$ cat src/design/fsrl_pkg.sv
// Shared constants for the failsafe slew-rate limiter.
package fsrl_pkg;

    // Position, command, timestamp and period widths.
    localparam int POS_W = 11;
    localparam int CMD_W = 16;
    localparam int TS_W = 32;
    localparam int PERIOD_W = 15;

    // Elapsed time is capped, so it fits in a narrow field.
    localparam int DT_W = 7;

    // Widest value of FULL_SCALE * dt + carry.
    localparam int NUMER_W = 18;

    // Divider iteration counter width.
    localparam int CNT_W = 5;

    localparam logic signed [POS_W-1:0] FULL_SCALE = 11'sd1000;
    localparam logic [NUMER_W-1:0] FULL_SCALE_U = 18'd1000;
    localparam logic [DT_W-1:0] MAX_TICK_MS = 7'd100;
    localparam logic [PERIOD_W-1:0] MIN_PERIOD_MS = 15'd100;
    localparam logic [PERIOD_W-1:0] PERIOD_RESET = 15'd2000;

    localparam logic [CNT_W-1:0] DIV_LAST = 5'(NUMER_W - 1);

endpackage

$ cat src/design/failsafe_slew_rate_limiter_top.sv
// Failsafe slew-rate limiter with a bit-serial restoring divider for the allowance.
// The result passes through the prepare, multiply, 18 divider steps and apply states to a
// registered m_tvalid; the divider loop resolves one quotient bit per cycle.
// A tick is taken only after the last one is applied; its result may wait while the next tick is accepted.
// Reset: rst_n is asynchronous, active low; the period returns to 2000 ms and the
// tick history, slew flag, carry and position clear to zero.
module failsafe_slew_rate_limiter_top
(
    input  logic        clk,
    input  logic        rst_n,
    // Configuration: full_to_center_ms.
    input  logic        cfg_we,
    input  logic [14:0] cfg_wdata,
    // Input stream.
    input  logic        s_tvalid,
    output logic        s_tready,
    // s_tdata: now_ms [31:0], failsafe_engaged [32], commanded [48:33], zero fill.
    input  logic [55:0] s_tdata,
    // Output stream.
    output logic        m_tvalid,
    input  logic        m_tready,
    // m_tdata: position_out [10:0], zero fill.
    output logic [15:0] m_tdata
);

    typedef enum logic [2:0]
    {
        ST_IDLE,
        ST_PREP,
        ST_MUL,
        ST_DIV,
        ST_APPLY
    } state_t;

    state_t state_reg, state_next;

    logic [fsrl_pkg::PERIOD_W-1:0] period_cfg_reg, period_cfg_next;
    logic                          have_prev_reg, have_prev_next;
    logic [fsrl_pkg::TS_W-1:0]     prev_tick_reg, prev_tick_next;
    logic                          slewing_reg, slewing_next;
    logic [fsrl_pkg::PERIOD_W-1:0] carry_reg, carry_next;
    logic signed [fsrl_pkg::POS_W-1:0] position_reg, position_next;

    logic [fsrl_pkg::TS_W-1:0]     now_reg, now_next;
    logic                          fs_reg, fs_next;
    logic signed [fsrl_pkg::POS_W-1:0] cmd_reg, cmd_next;
    logic [fsrl_pkg::DT_W-1:0]     dt_reg, dt_next;
    logic [fsrl_pkg::NUMER_W-1:0]  nq_reg, nq_next;
    logic [fsrl_pkg::PERIOD_W-1:0] rem_reg, rem_next;
    logic [fsrl_pkg::CNT_W-1:0]    cnt_reg, cnt_next;

    logic                          m_tvalid_reg, m_tvalid_next;
    logic [fsrl_pkg::POS_W-1:0]    m_data_reg, m_data_next;

    // Combinational helpers.
    logic signed [fsrl_pkg::CMD_W-1:0] in_cmd;
    logic signed [fsrl_pkg::POS_W-1:0] in_cmd_clamped;
    logic [fsrl_pkg::TS_W-1:0]     elapsed;
    logic [fsrl_pkg::PERIOD_W-1:0] period;
    logic [fsrl_pkg::PERIOD_W:0]   trial;
    logic [fsrl_pkg::PERIOD_W:0]   trial_diff;
    logic                          trial_fits;
    logic signed [fsrl_pkg::POS_W-1:0] target;
    logic signed [fsrl_pkg::POS_W:0]   distance;
    logic [fsrl_pkg::POS_W:0]      magnitude;
    logic signed [fsrl_pkg::POS_W-1:0] moved;
    logic                          out_free;

    assign s_tready = (state_reg == ST_IDLE);
    assign m_tvalid = m_tvalid_reg;
    assign m_tdata  = {5'd0, m_data_reg};

    // Clamp the incoming command to plus or minus full scale.
    assign in_cmd = s_tdata[48:33];
    always_comb
    begin
        if (in_cmd > fsrl_pkg::CMD_W'(fsrl_pkg::FULL_SCALE))
        begin
            in_cmd_clamped = fsrl_pkg::FULL_SCALE;
        end
        else if (in_cmd < -fsrl_pkg::CMD_W'(fsrl_pkg::FULL_SCALE))
        begin
            in_cmd_clamped = -fsrl_pkg::FULL_SCALE;
        end
        else
        begin
            in_cmd_clamped = in_cmd[fsrl_pkg::POS_W-1:0];
        end
    end

    // Wrapping elapsed time and the effective period.
    assign elapsed = now_reg - prev_tick_reg;
    assign period  = (period_cfg_reg == '0) ? fsrl_pkg::MIN_PERIOD_MS : period_cfg_reg;

    // One restoring division step: shift in the next numerator bit and try to subtract.
    assign trial      = {rem_reg, nq_reg[fsrl_pkg::NUMER_W-1]};
    assign trial_diff = trial - {1'b0, period};
    assign trial_fits = (trial >= {1'b0, period});

    // Move toward the target by the allowance, landing exactly when it covers the distance.
    assign target    = fs_reg ? '0 : cmd_reg;
    assign distance  = (fsrl_pkg::POS_W+1)'(target) - (fsrl_pkg::POS_W+1)'(position_reg);
    assign magnitude = distance[fsrl_pkg::POS_W] ? 12'(-distance) : 12'(distance);
    always_comb
    begin
        if (18'(magnitude) <= nq_reg)
        begin
            moved = target;
        end
        else if (distance[fsrl_pkg::POS_W])
        begin
            moved = position_reg - nq_reg[fsrl_pkg::POS_W-1:0];
        end
        else
        begin
            moved = position_reg + nq_reg[fsrl_pkg::POS_W-1:0];
        end
    end

    assign out_free = !m_tvalid_reg || m_tready;

    // Next-state logic for the sequencer and all registers.
    always_comb
    begin
        state_next      = state_reg;
        period_cfg_next = period_cfg_reg;
        have_prev_next  = have_prev_reg;
        prev_tick_next  = prev_tick_reg;
        slewing_next    = slewing_reg;
        carry_next      = carry_reg;
        position_next   = position_reg;
        now_next        = now_reg;
        fs_next         = fs_reg;
        cmd_next        = cmd_reg;
        dt_next         = dt_reg;
        nq_next         = nq_reg;
        rem_next        = rem_reg;
        cnt_next        = cnt_reg;
        m_tvalid_next   = m_tvalid_reg;
        m_data_next     = m_data_reg;

        // The output register clears once its transaction completes.
        if (m_tvalid_reg && m_tready)
        begin
            m_tvalid_next = 1'b0;
        end

        // A period write clears the carry; writes must arrive only while idle, which the block itself does not enforce.
        if (cfg_we)
        begin
            period_cfg_next = cfg_wdata;
            carry_next      = '0;
        end

        case (state_reg)
            ST_IDLE:
            begin
                if (s_tvalid)
                begin
                    now_next   = s_tdata[31:0];
                    fs_next    = s_tdata[32];
                    cmd_next   = in_cmd_clamped;
                    state_next = ST_PREP;
                end
            end
            ST_PREP:
            begin
                // Elapsed time, zero on the first tick and capped at the maximum tick.
                if (!have_prev_reg)
                begin
                    dt_next = '0;
                end
                else if (elapsed > 32'(fsrl_pkg::MAX_TICK_MS))
                begin
                    dt_next = fsrl_pkg::MAX_TICK_MS;
                end
                else
                begin
                    dt_next = elapsed[fsrl_pkg::DT_W-1:0];
                end
                have_prev_next = 1'b1;
                prev_tick_next = now_reg;
                // Engaging the failsafe starts a slew with a fresh carry.
                if (fs_reg && !slewing_reg)
                begin
                    slewing_next = 1'b1;
                    carry_next   = '0;
                end
                state_next = ST_MUL;
            end
            ST_MUL:
            begin
                nq_next    = 18'(dt_reg) * fsrl_pkg::FULL_SCALE_U + 18'(carry_reg);
                rem_next   = '0;
                cnt_next   = '0;
                state_next = ST_DIV;
            end
            ST_DIV:
            begin
                rem_next = trial_fits ? trial_diff[fsrl_pkg::PERIOD_W-1:0]
                                      : trial[fsrl_pkg::PERIOD_W-1:0];
                nq_next  = {nq_reg[fsrl_pkg::NUMER_W-2:0], trial_fits};
                cnt_next = cnt_reg + 5'd1;
                if (cnt_reg == fsrl_pkg::DIV_LAST)
                begin
                    state_next = ST_APPLY;
                end
            end
            ST_APPLY:
            begin
                // Wait until the output register can take the result.
                if (out_free)
                begin
                    if (slewing_reg)
                    begin
                        position_next = moved;
                        carry_next    = rem_reg;
                        // Release completes when the output reaches the live command.
                        if (!fs_reg && (moved == cmd_reg))
                        begin
                            slewing_next = 1'b0;
                            carry_next   = '0;
                        end
                        m_data_next = moved;
                    end
                    else
                    begin
                        position_next = cmd_reg;
                        m_data_next   = cmd_reg;
                    end
                    m_tvalid_next = 1'b1;
                    state_next    = ST_IDLE;
                end
            end
            default:
            begin
                state_next = ST_IDLE;
            end
        endcase
    end

    // State and registered outputs.
    always_ff @(posedge clk or negedge rst_n)
    begin
        if (!rst_n)
        begin
            state_reg      <= ST_IDLE;
            period_cfg_reg <= fsrl_pkg::PERIOD_RESET;
            have_prev_reg  <= 1'b0;
            prev_tick_reg  <= '0;
            slewing_reg    <= 1'b0;
            carry_reg      <= '0;
            position_reg   <= '0;
            now_reg        <= '0;
            fs_reg         <= 1'b0;
            cmd_reg        <= '0;
            dt_reg         <= '0;
            nq_reg         <= '0;
            rem_reg        <= '0;
            cnt_reg        <= '0;
            m_tvalid_reg   <= 1'b0;
            m_data_reg     <= '0;
        end
        else
        begin
            state_reg      <= state_next;
            period_cfg_reg <= period_cfg_next;
            have_prev_reg  <= have_prev_next;
            prev_tick_reg  <= prev_tick_next;
            slewing_reg    <= slewing_next;
            carry_reg      <= carry_next;
            position_reg   <= position_next;
            now_reg        <= now_next;
            fs_reg         <= fs_next;
            cmd_reg        <= cmd_next;
            dt_reg         <= dt_next;
            nq_reg         <= nq_next;
            rem_reg        <= rem_next;
            cnt_reg        <= cnt_next;
            m_tvalid_reg   <= m_tvalid_next;
            m_data_reg     <= m_data_next;
        end
    end

endmodule
$ cat config.mk
export PLATFORM = sky130hd
export DESIGN_NAME = failsafe_slew_rate_limiter_top
export DESIGN_NICKNAME = d
export VERILOG_FILES = /design/src/design/fsrl_pkg.sv /design/src/design/failsafe_slew_rate_limiter_top.sv
export SDC_FILE = /design/constraint.sdc
export NUM_CORES = 1
export LEC_CHECK = 0
export BUFFER_PORTS_ARGS = -buffer_cell sky130_fd_sc_hd__buf_4
export CAP_MARGIN = 15
export CORE_MARGIN = 10
export CORE_UTILIZATION = 45
export DETAILED_ROUTE_END_ITERATION = 7
export GPL_ROUTABILITY_DRIVEN = 0
export PLACE_DENSITY = 0.65
export SYNTH_ARGS = -nofsm -noshare
export SYNTH_HDL_FRONTEND = slang
export SYNTH_SLANG_ARGS = --single-unit
$ cat constraint.sdc
create_clock -name clk -period 10.2 [get_ports clk]
set_clock_uncertainty 0.2 [all_clocks]
set_input_delay 1.02 -clock clk [delete_from_list [all_inputs] [get_ports clk]]
set_output_delay 1.02 -clock clk [all_outputs]
set_load 0.05 [all_outputs]
==> flow_metrics.tcl, run 1 <==
set metrics [dict create \
    vdd_ir_drop_max_mv 0.157 \
    async_flop_share 1.00 \
    fin_crit_sh 0.650 \
    grt_pass1_vias 10907 \
    die_x_um 190 \
    swShare 0.462 \
    power_density_nw_per_um2 294 \
    power.internal_w 0.00229 \
    io_buffer_count 81 \
    fmax_mhz 151 \
    clock_sinks 168 \
    fin_tns_setup_ps 0 \
    numCtsBuffers 17 \
    vias 10871 \
    area_growth_pct 11.7 \
    grt_antenna_before_repair 0 \
    drt-vias-per-instance 5.48 \
    synth_seq_area_share 0.325 \
    ys_ff_latch 168 \
    dp_worst_setup_slack_ps 3590 \
    detail_route.wl_per_cell_um 15.4 \
    pwr-share-clk 0.157 \
    crit_arrival_ps 6760 \
    dr.pass1.iters 5 \
    finalHoldViolCount 0 \
    drc_errors 0 \
    crit_type "flop to flop" \
    rsz0062_at_grt "false" \
    max_cap_violations 0 \
    synth_cell_type_count 86 \
    antennaDiodeCount 0 \
    startpoint_type "flop" \
    status "finished clean" \
    finish.utilization 0.507 \
    setup_slack_ps 3570 \
    period_needed_ps 6630 \
    syn_inst 1534 \
    combPwrFrac 0.604 \
    tightest_slew_ps 984 \
    die_area_um2 36000 \
    grt-ovfl-total 0 \
    synth-edff-count 0 \
    grt_pass1_wl_um 52500 \
    cts_max_level 4 \
    setup_viol 0 \
    routed_wl_um 30600 \
    core_area_um2 28500 \
    pin_count 94 \
    clk_pin_slew_ps 70 \
    syn_area_per_cell_um2 8.46 \
    cts_tree "built" \
    cts_buffer_depth 2 \
    yosysWarnings 0 \
    ant_nets 0 \
    clk_latency_ps 450 \
    maxSlewHeadroom 0.342 \
    root_buffer "clkbuf_16" \
    p_seq_frac 0.238 \
    hold_path.class "flop to flop" \
    ctsResizeCount 0 \
    ys.flop_type "dfrtp_1" \
    start_util 0.454 \
    drive_gt1_frac 0.0975 \
    fp.dieH_um 190 \
    track_usage 0.173 \
    rows 62 \
    switchingPower_w 0.00197 \
    grt_max_degree 100 \
    fill_cells 2809 \
    power.leakage_nw 6.95 \
    worst-path-max-fanout 15 \
    hpwl_um 23200 \
    syn_area_um2 13000 \
    multi_input_area_um2 8040 \
    regArea_um2 4210 \
    drt-initial-drc-count 678 \
    cp.required_ps 10330 \
    postCtsSetupRepairBufs 0 \
    slew_viol_final 0 \
    crit_path_end_kind "flop" \
    finish.net_count 1812 \
    cts_hold_buf 0 \
]
cell usage in the layout (no fill, tap or decap), types with 23 or more instances in the layout:
cell     Yosys  layout
dfrtp_1    162     162
a21oi_1    104     104
nor2_1      88      88
nor3_1      36      36
nand2_1    254     254
ha_1       127     127
xor2_1      25      25
buf_4        5      87
o21ai_0    116     116
xnor2_1     60      60
inv_1      131     131
nor2b_1     23      23
final timing paths:
| path | slack [ps] | from | depth (start not counted) | end |
|---|---|---|---|---|
| max in group asynchronous | 7840 | rst_n | 2 | prev_tick_reg[17]$_DFFE_PN0P_ |
| worst max register to register | 3570 | fs_reg$_DFFE_PN0P_ | 23 | carry_reg[6]$_DFF_PN0_ |
| worst min register to register | 300 | prev_tick_reg[0]$_DFFE_PN0P_ | 2 | prev_tick_reg[0]$_DFFE_PN0P_ |
| min in group asynchronous | 450 | rst_n | 1 | period_cfg_reg[11]$_DFFE_PN0P_ |
| worst max-delay path | 3570 | fs_reg$_DFFE_PN0P_ | 23 | carry_reg[6]$_DFF_PN0_ |
| worst min-delay path | 300 | prev_tick_reg[0]$_DFFE_PN0P_ | 2 | prev_tick_reg[0]$_DFFE_PN0P_ |
power by group through the flow:
stage	sequential (W)	combinational (W)	clock (W)
6_report	0.00102	0.00258	0.000670
5_1_grt	0.00104	0.00291	0.000714
4_1_cts	0.00101	0.00258	0.000683
3_5_place_dp	0.00103	0.00255	0
3_3_place_gp	0.00102	0.00250	0
2_1_floorplan	0.000971	0.00204	0
routing by layer:
layer	share of wire	up-vias	routed length, um	GRT usage
met3	0.037	55	1140	0.0295
met4	0.019	0	595	0.0522
met1	0.47	5157	14500	0.229
met5	0	-	0	0
met2	0.47	224	14400	0.285
li1	-	5435	-	-
cell families after synthesis:
family,count (synthesis),share of synthesized area
AOI/OAI and AO/OA,397,0.197
xor gates and xnor gates,85,0.0574
adders and majority gates,149,0.156
buffers and inverters,190,0.0574
DFF,168,0.325
muxes,25,0.0197
other,1,0.000289
and+or+nand+nor,519,0.187
cell type report:
cell class              count  share of cell area
multi-input cells        1180               0.555
clock buffers              18              0.0303
inverters                 132              0.0342
flip-flops and latches    168               0.291
repair buffers             88              0.0459
clock inverters            14              0.0111
well taps                 384              0.0332
cell usage after synthesis, drive strengths merged, types with 5 or more instances:
cell,instances,share of area
xnor2,60,0.041
and2,10,0.0048
o2111ai,6,0.0041
nor2b,23,0.011
nor4,14,0.010
dfstp,6,0.012
buf,15,0.0068
o21a,14,0.0081
a21boi,6,0.0035
and3,9,0.0047
a31oi,13,0.0074
or3,5,0.0024
inv,132,0.038
a21o,19,0.011
o31ai,11,0.0068
nor2,88,0.025
nand2,254,0.074
a31o,6,0.0041
a21oi,105,0.041
dfrtp,162,0.31
a211oi,13,0.0079
or2,5,0.0024
o21bai,7,0.0041
xor2,25,0.017
ha,127,0.12
o211ai,6,0.0035
nand3,23,0.0093
nand2b,13,0.0063
mux2i,21,0.016
nand4,18,0.0092
clkbuf,43,0.012
fa,22,0.034
a221oi,11,0.0074
nor3b,5,0.0029
o21ai,134,0.052
a22o,21,0.014
nor3,37,0.015
critical path: stages (launching register included):
cell	delay [ps]
dfrtp_1	600
inv_1	260
nand2_1	80
ha_1	250
a2111oi_4	410
a211oi_2	110
o21ai_1	250
nand4_2	190
a31oi_4	230
nor2_1	80
nor2_1	600
o21ai_0	320
fa_1	490
nor2b_1	180
o2111ai_1	200
and3_1	250
nor2_1	120
xnor2_1	160
a221oi_1	300
o2111ai_1	150
o21ai_0	320
nor3_1	110
a41o_4	370
a22o_1	260
per-stage QoR:
step | total power (W) | area, um2 | std cells | hold WS, ps
after floorplan | 0.00301 | 13000 | 1538 | 256
after global placement | 0.00352 | 13900 | 1952 | 273
after detailed placement | 0.00357 | 13900 | 1952 | 284
after CTS | 0.00427 | 14500 | 1984 | 298
after global routing | 0.00467 | 14500 | 1984 | 322
final | 0.00426 | 14500 | 1984 | 297
Power figures use the tool's default switching activity.
==> run 2, diff against run 1 <==
--- a/config.mk
+++ b/config.mk
@@ -5,6 +5,7 @@
 export SDC_FILE = /design/constraint.sdc
 export NUM_CORES = 1
 export LEC_CHECK = 0
+export ABC_AREA = 1
 export BUFFER_PORTS_ARGS = -buffer_cell sky130_fd_sc_hd__buf_4
 export CAP_MARGIN = 15
 export CORE_MARGIN = 10
==> constraint.sdc (replaced) <==
create_clock -name clk -period 6.5 [get_ports clk]
set_clock_uncertainty 0.2 [all_clocks]
set_input_delay 0.65 -clock clk [delete_from_list [all_inputs] [get_ports clk]]
set_output_delay 0.65 -clock clk [all_outputs]
set_load 0.05 [all_outputs]
==> run 2 against run 1 <==
Net effect: flip-flop and latch count is the same; worst hold slack worse by 100 ps; via count grew 17%; non-clock buffer count grew 4; maximum frequency grew 14%; die area increased by 6.4%; utilization hardly changed; routed wire length up 14%; sequential share of layout area shrank 1.9 points; final cell count increased by 23%; highest routed layer unchanged.
==> flow_metrics.tcl, run 2 <==
set metrics [dict create \
    synth_top_family_by_area "simple AND/OR/NAND/NOR gates" \
    status "finished clean" \
    area_growth_pct 11.5 \
    rows 64 \
    fp.dieH_um 196 \
    final_common_cell "nand2_1" \
    drc_errors 0 \
    crit_path_end_kind "flop" \
    syn_inst 1959 \
    clk_pin_slew_ps 70 \
    antennaDiodeCount 0 \
    finish.net_count 2250 \
    r2r_start "fs_reg$_DFFE_PN0P_" \
    synth.area.top_cells "dfrtp_1 29%, nand2_1 14%, ha_1 11%, inv_1 8.1%, o21ai_0 5.5%" \
    met1Wirelength_um 16800 \
    grt_antenna_before_repair 0 \
    crit_type "flop to flop" \
    worst_path_largest_cell_delay_ps 530 \
    async_flop_share 1.00 \
    finalHoldViolCount 0 \
    yosysWarnings 0 \
    detail_route.wl_per_cell_um 14.4 \
    min_from "m_tready" \
    wl_met3_um 1500 \
    hpwl_um 27400 \
    grt-ovfl-total 0 \
    clk_latency_ps 440 \
    synth-edff-count 0 \
    fmax_mhz 172 \
    startpoint_type "flop" \
    clock_sinks 168 \
    fin_crit_sh 0.896 \
    cp_slowest_cell "dfrtp_2" \
    cts_max_level 4 \
    yosysMostFrequentCell "nand2_1" \
    vias 12676 \
    top_layer_used "met4" \
    ant_nets 0 \
    final_cell_mix "536 x nand2_1, 300 x inv_1, 161 x dfrtp_1, 154 x nor2_1, 154 x o21ai_0" \
    synth-compound-area-share 0.139 \
    reg2reg_slack_ps 680 \
    tightest_slew_ps 879 \
    drive_gt1_frac 0.0800 \
    root_buffer "clkbuf_16" \
    synthXorXnorAreaFrac 0.0485 \
    yosysTopAreaCellShare 0.292 \
    crit_arrival_ps 5940 \
    core_area_um2 30500 \
    synth_common_cells "536 x nand2_1, 300 x inv_1, 162 x dfrtp_1" \
    grt_pass1_vias 12218 \
    r2r_cells 35 \
    syn_area_per_cell_um2 7.09 \
    setup_viol 0 \
    drt-initial-drc-count 800 \
    slew_viol_final 0 \
    syn_area_um2 13900 \
    cp_num_buf_inv 5 \
    synth_seq_area_share 0.303 \
    period_needed_ps 5820 \
    ys_ff_latch 168 \
    synth_mux_area_frac 0.000720 \
    wl_met2_um 16200 \
    synth_cell_type_count 57 \
    routed_wl_um 35000 \
    fin_tns_setup_ps 0 \
    dr.pass1.iters 5 \
    hold-path-cell-count 2 \
    numCtsBuffers 17 \
    drt-vias-per-instance 5.21 \
    track_usage 0.183 \
    cts_buffer_depth 2 \
    grt_pass1_wl_um 59200 \
    hold_path.class "primary input to flop" \
    pin_count 94 \
    worst-path-max-fanout 16 \
    maxSlewHeadroom 0.412 \
    io_buffer_count 81 \
    synth.largest_area_cell "dfrtp_1" \
    cts_tree "built" \
    ys.flop_type "dfrtp_1" \
    cp.required_ps 6620 \
    rsz0062_at_grt "false" \
    postCtsSetupRepairBufs 0 \
    reg2reg_to "carry_reg[0]$_DFF_PN0_" \
    crit_family "simple AND/OR/NAND/NOR gates" \
    path_common_cell "nand2_1" \
    start_util 0.455 \
    grt_max_degree 72 \
    max_cap_violations 0 \
    synthAdderAreaFrac 0.146 \
    min_to "m_tvalid$_DFF_PN0_" \
    die_x_um 196 \
    synth_simple_gate_area_share 0.264 \
    die_area_um2 38300 \
]
## run 2: changes by cell type in the layout (fill, tap and decap cells not counted), moves of 23 or more
| cell | change |
|---|---|
| inv_1 | +169 |
| nand2_1 | +282 |
| nand3_1 | +65 |
| nor2_1 | +66 |
| nor2b_1 | -23 |
| o21ai_0 | +38 |
| xnor2_1 | -33 |
| xor2_1 | +25 |
## run 2: cell families (layout without fill, tap and decap cells)
group                      after synthesis  in the layout
muxes                                    1              1
other                                    1              5
xor gates and xnor gates                77             77
buffers and inverters                  353            427
AOI/OAI and AO/OA                      340            340
and+or+nand+nor                        870            870
adders and majority gates              149            149
DFF                                    168            168
## run 2: repair_timing
item | CTS | global route
endpoints found under the hold margin | 48 | 0
gates resized for setup | 0 | 1
endpoints found under the setup margin | 0 | 12
hold buffers | 1 | 0
## run 2: stage by stage
stage	worst slack [ps]	hold slack (ps)	utilization	std cells	instance area (um2)
6_report	678	197	0.508	2433	15500
2_1_floorplan	1470	154	-	1963	13900
5_1_grt	105	190	0.508	2433	15500
3_5_place_dp	600	270	0.487	2401	14900
3_3_place_gp	743	257	0.487	2401	14900
4_1_cts	560	181	0.508	2433	15500
## run 2: worst max path at each step
stage / start / cells after the start / slack, ps / endpoint
floorplan: dt_reg[0]$_DFFE_PN0P_ / 20 / 1470 / nq_reg[15]$_DFFE_PN0P_
finish: fs_reg$_DFFE_PN0P_ / 35 / 680 / carry_reg[0]$_DFF_PN0_
CTS: fs_reg$_DFFE_PN0P_ / 35 / 560 / carry_reg[12]$_DFF_PN0_
global route: fs_reg$_DFFE_PN0P_ / 35 / 110 / carry_reg[13]$_DFF_PN0_
global placement: fs_reg$_DFFE_PN0P_ / 35 / 740 / carry_reg[1]$_DFF_PN0_
detailed placement: fs_reg$_DFFE_PN0P_ / 35 / 600 / carry_reg[13]$_DFF_PN0_
## run 2: layout make-up
type	instances	area (um2)
Clock buffer	22	494
Sequential cell	168	4210
Tap cell	396	495
Inverter	304	1140
Fill cell	2995	15000
Clock inverter	9	114
Timing Repair Buffer	92	697
Multi-Input combinational cell	1442	8340
## run 2: worst reg2reg max path: cells and delay by family (launching register included)
kind | cells | cell delay [ps]
compound gates | 4 | 590
xor+xnor | 1 | 180
fa+ha+maj | 3 | 680
buf+inv | 5 | 520
flops | 1 | 530
simple gates | 22 | 3030
## run 2: layer usage
layer,vias to the layer above,global-route usage
met2,259,0.297
met5,-,0
met4,0,0.0458
met3,36,0.0273
met1,5919,0.248
li1,6462,-
Power of run 2 is left out: the tool's default activity adds up to more than one toggle a clock period on the data nets, which glitch-free logic cannot reach.
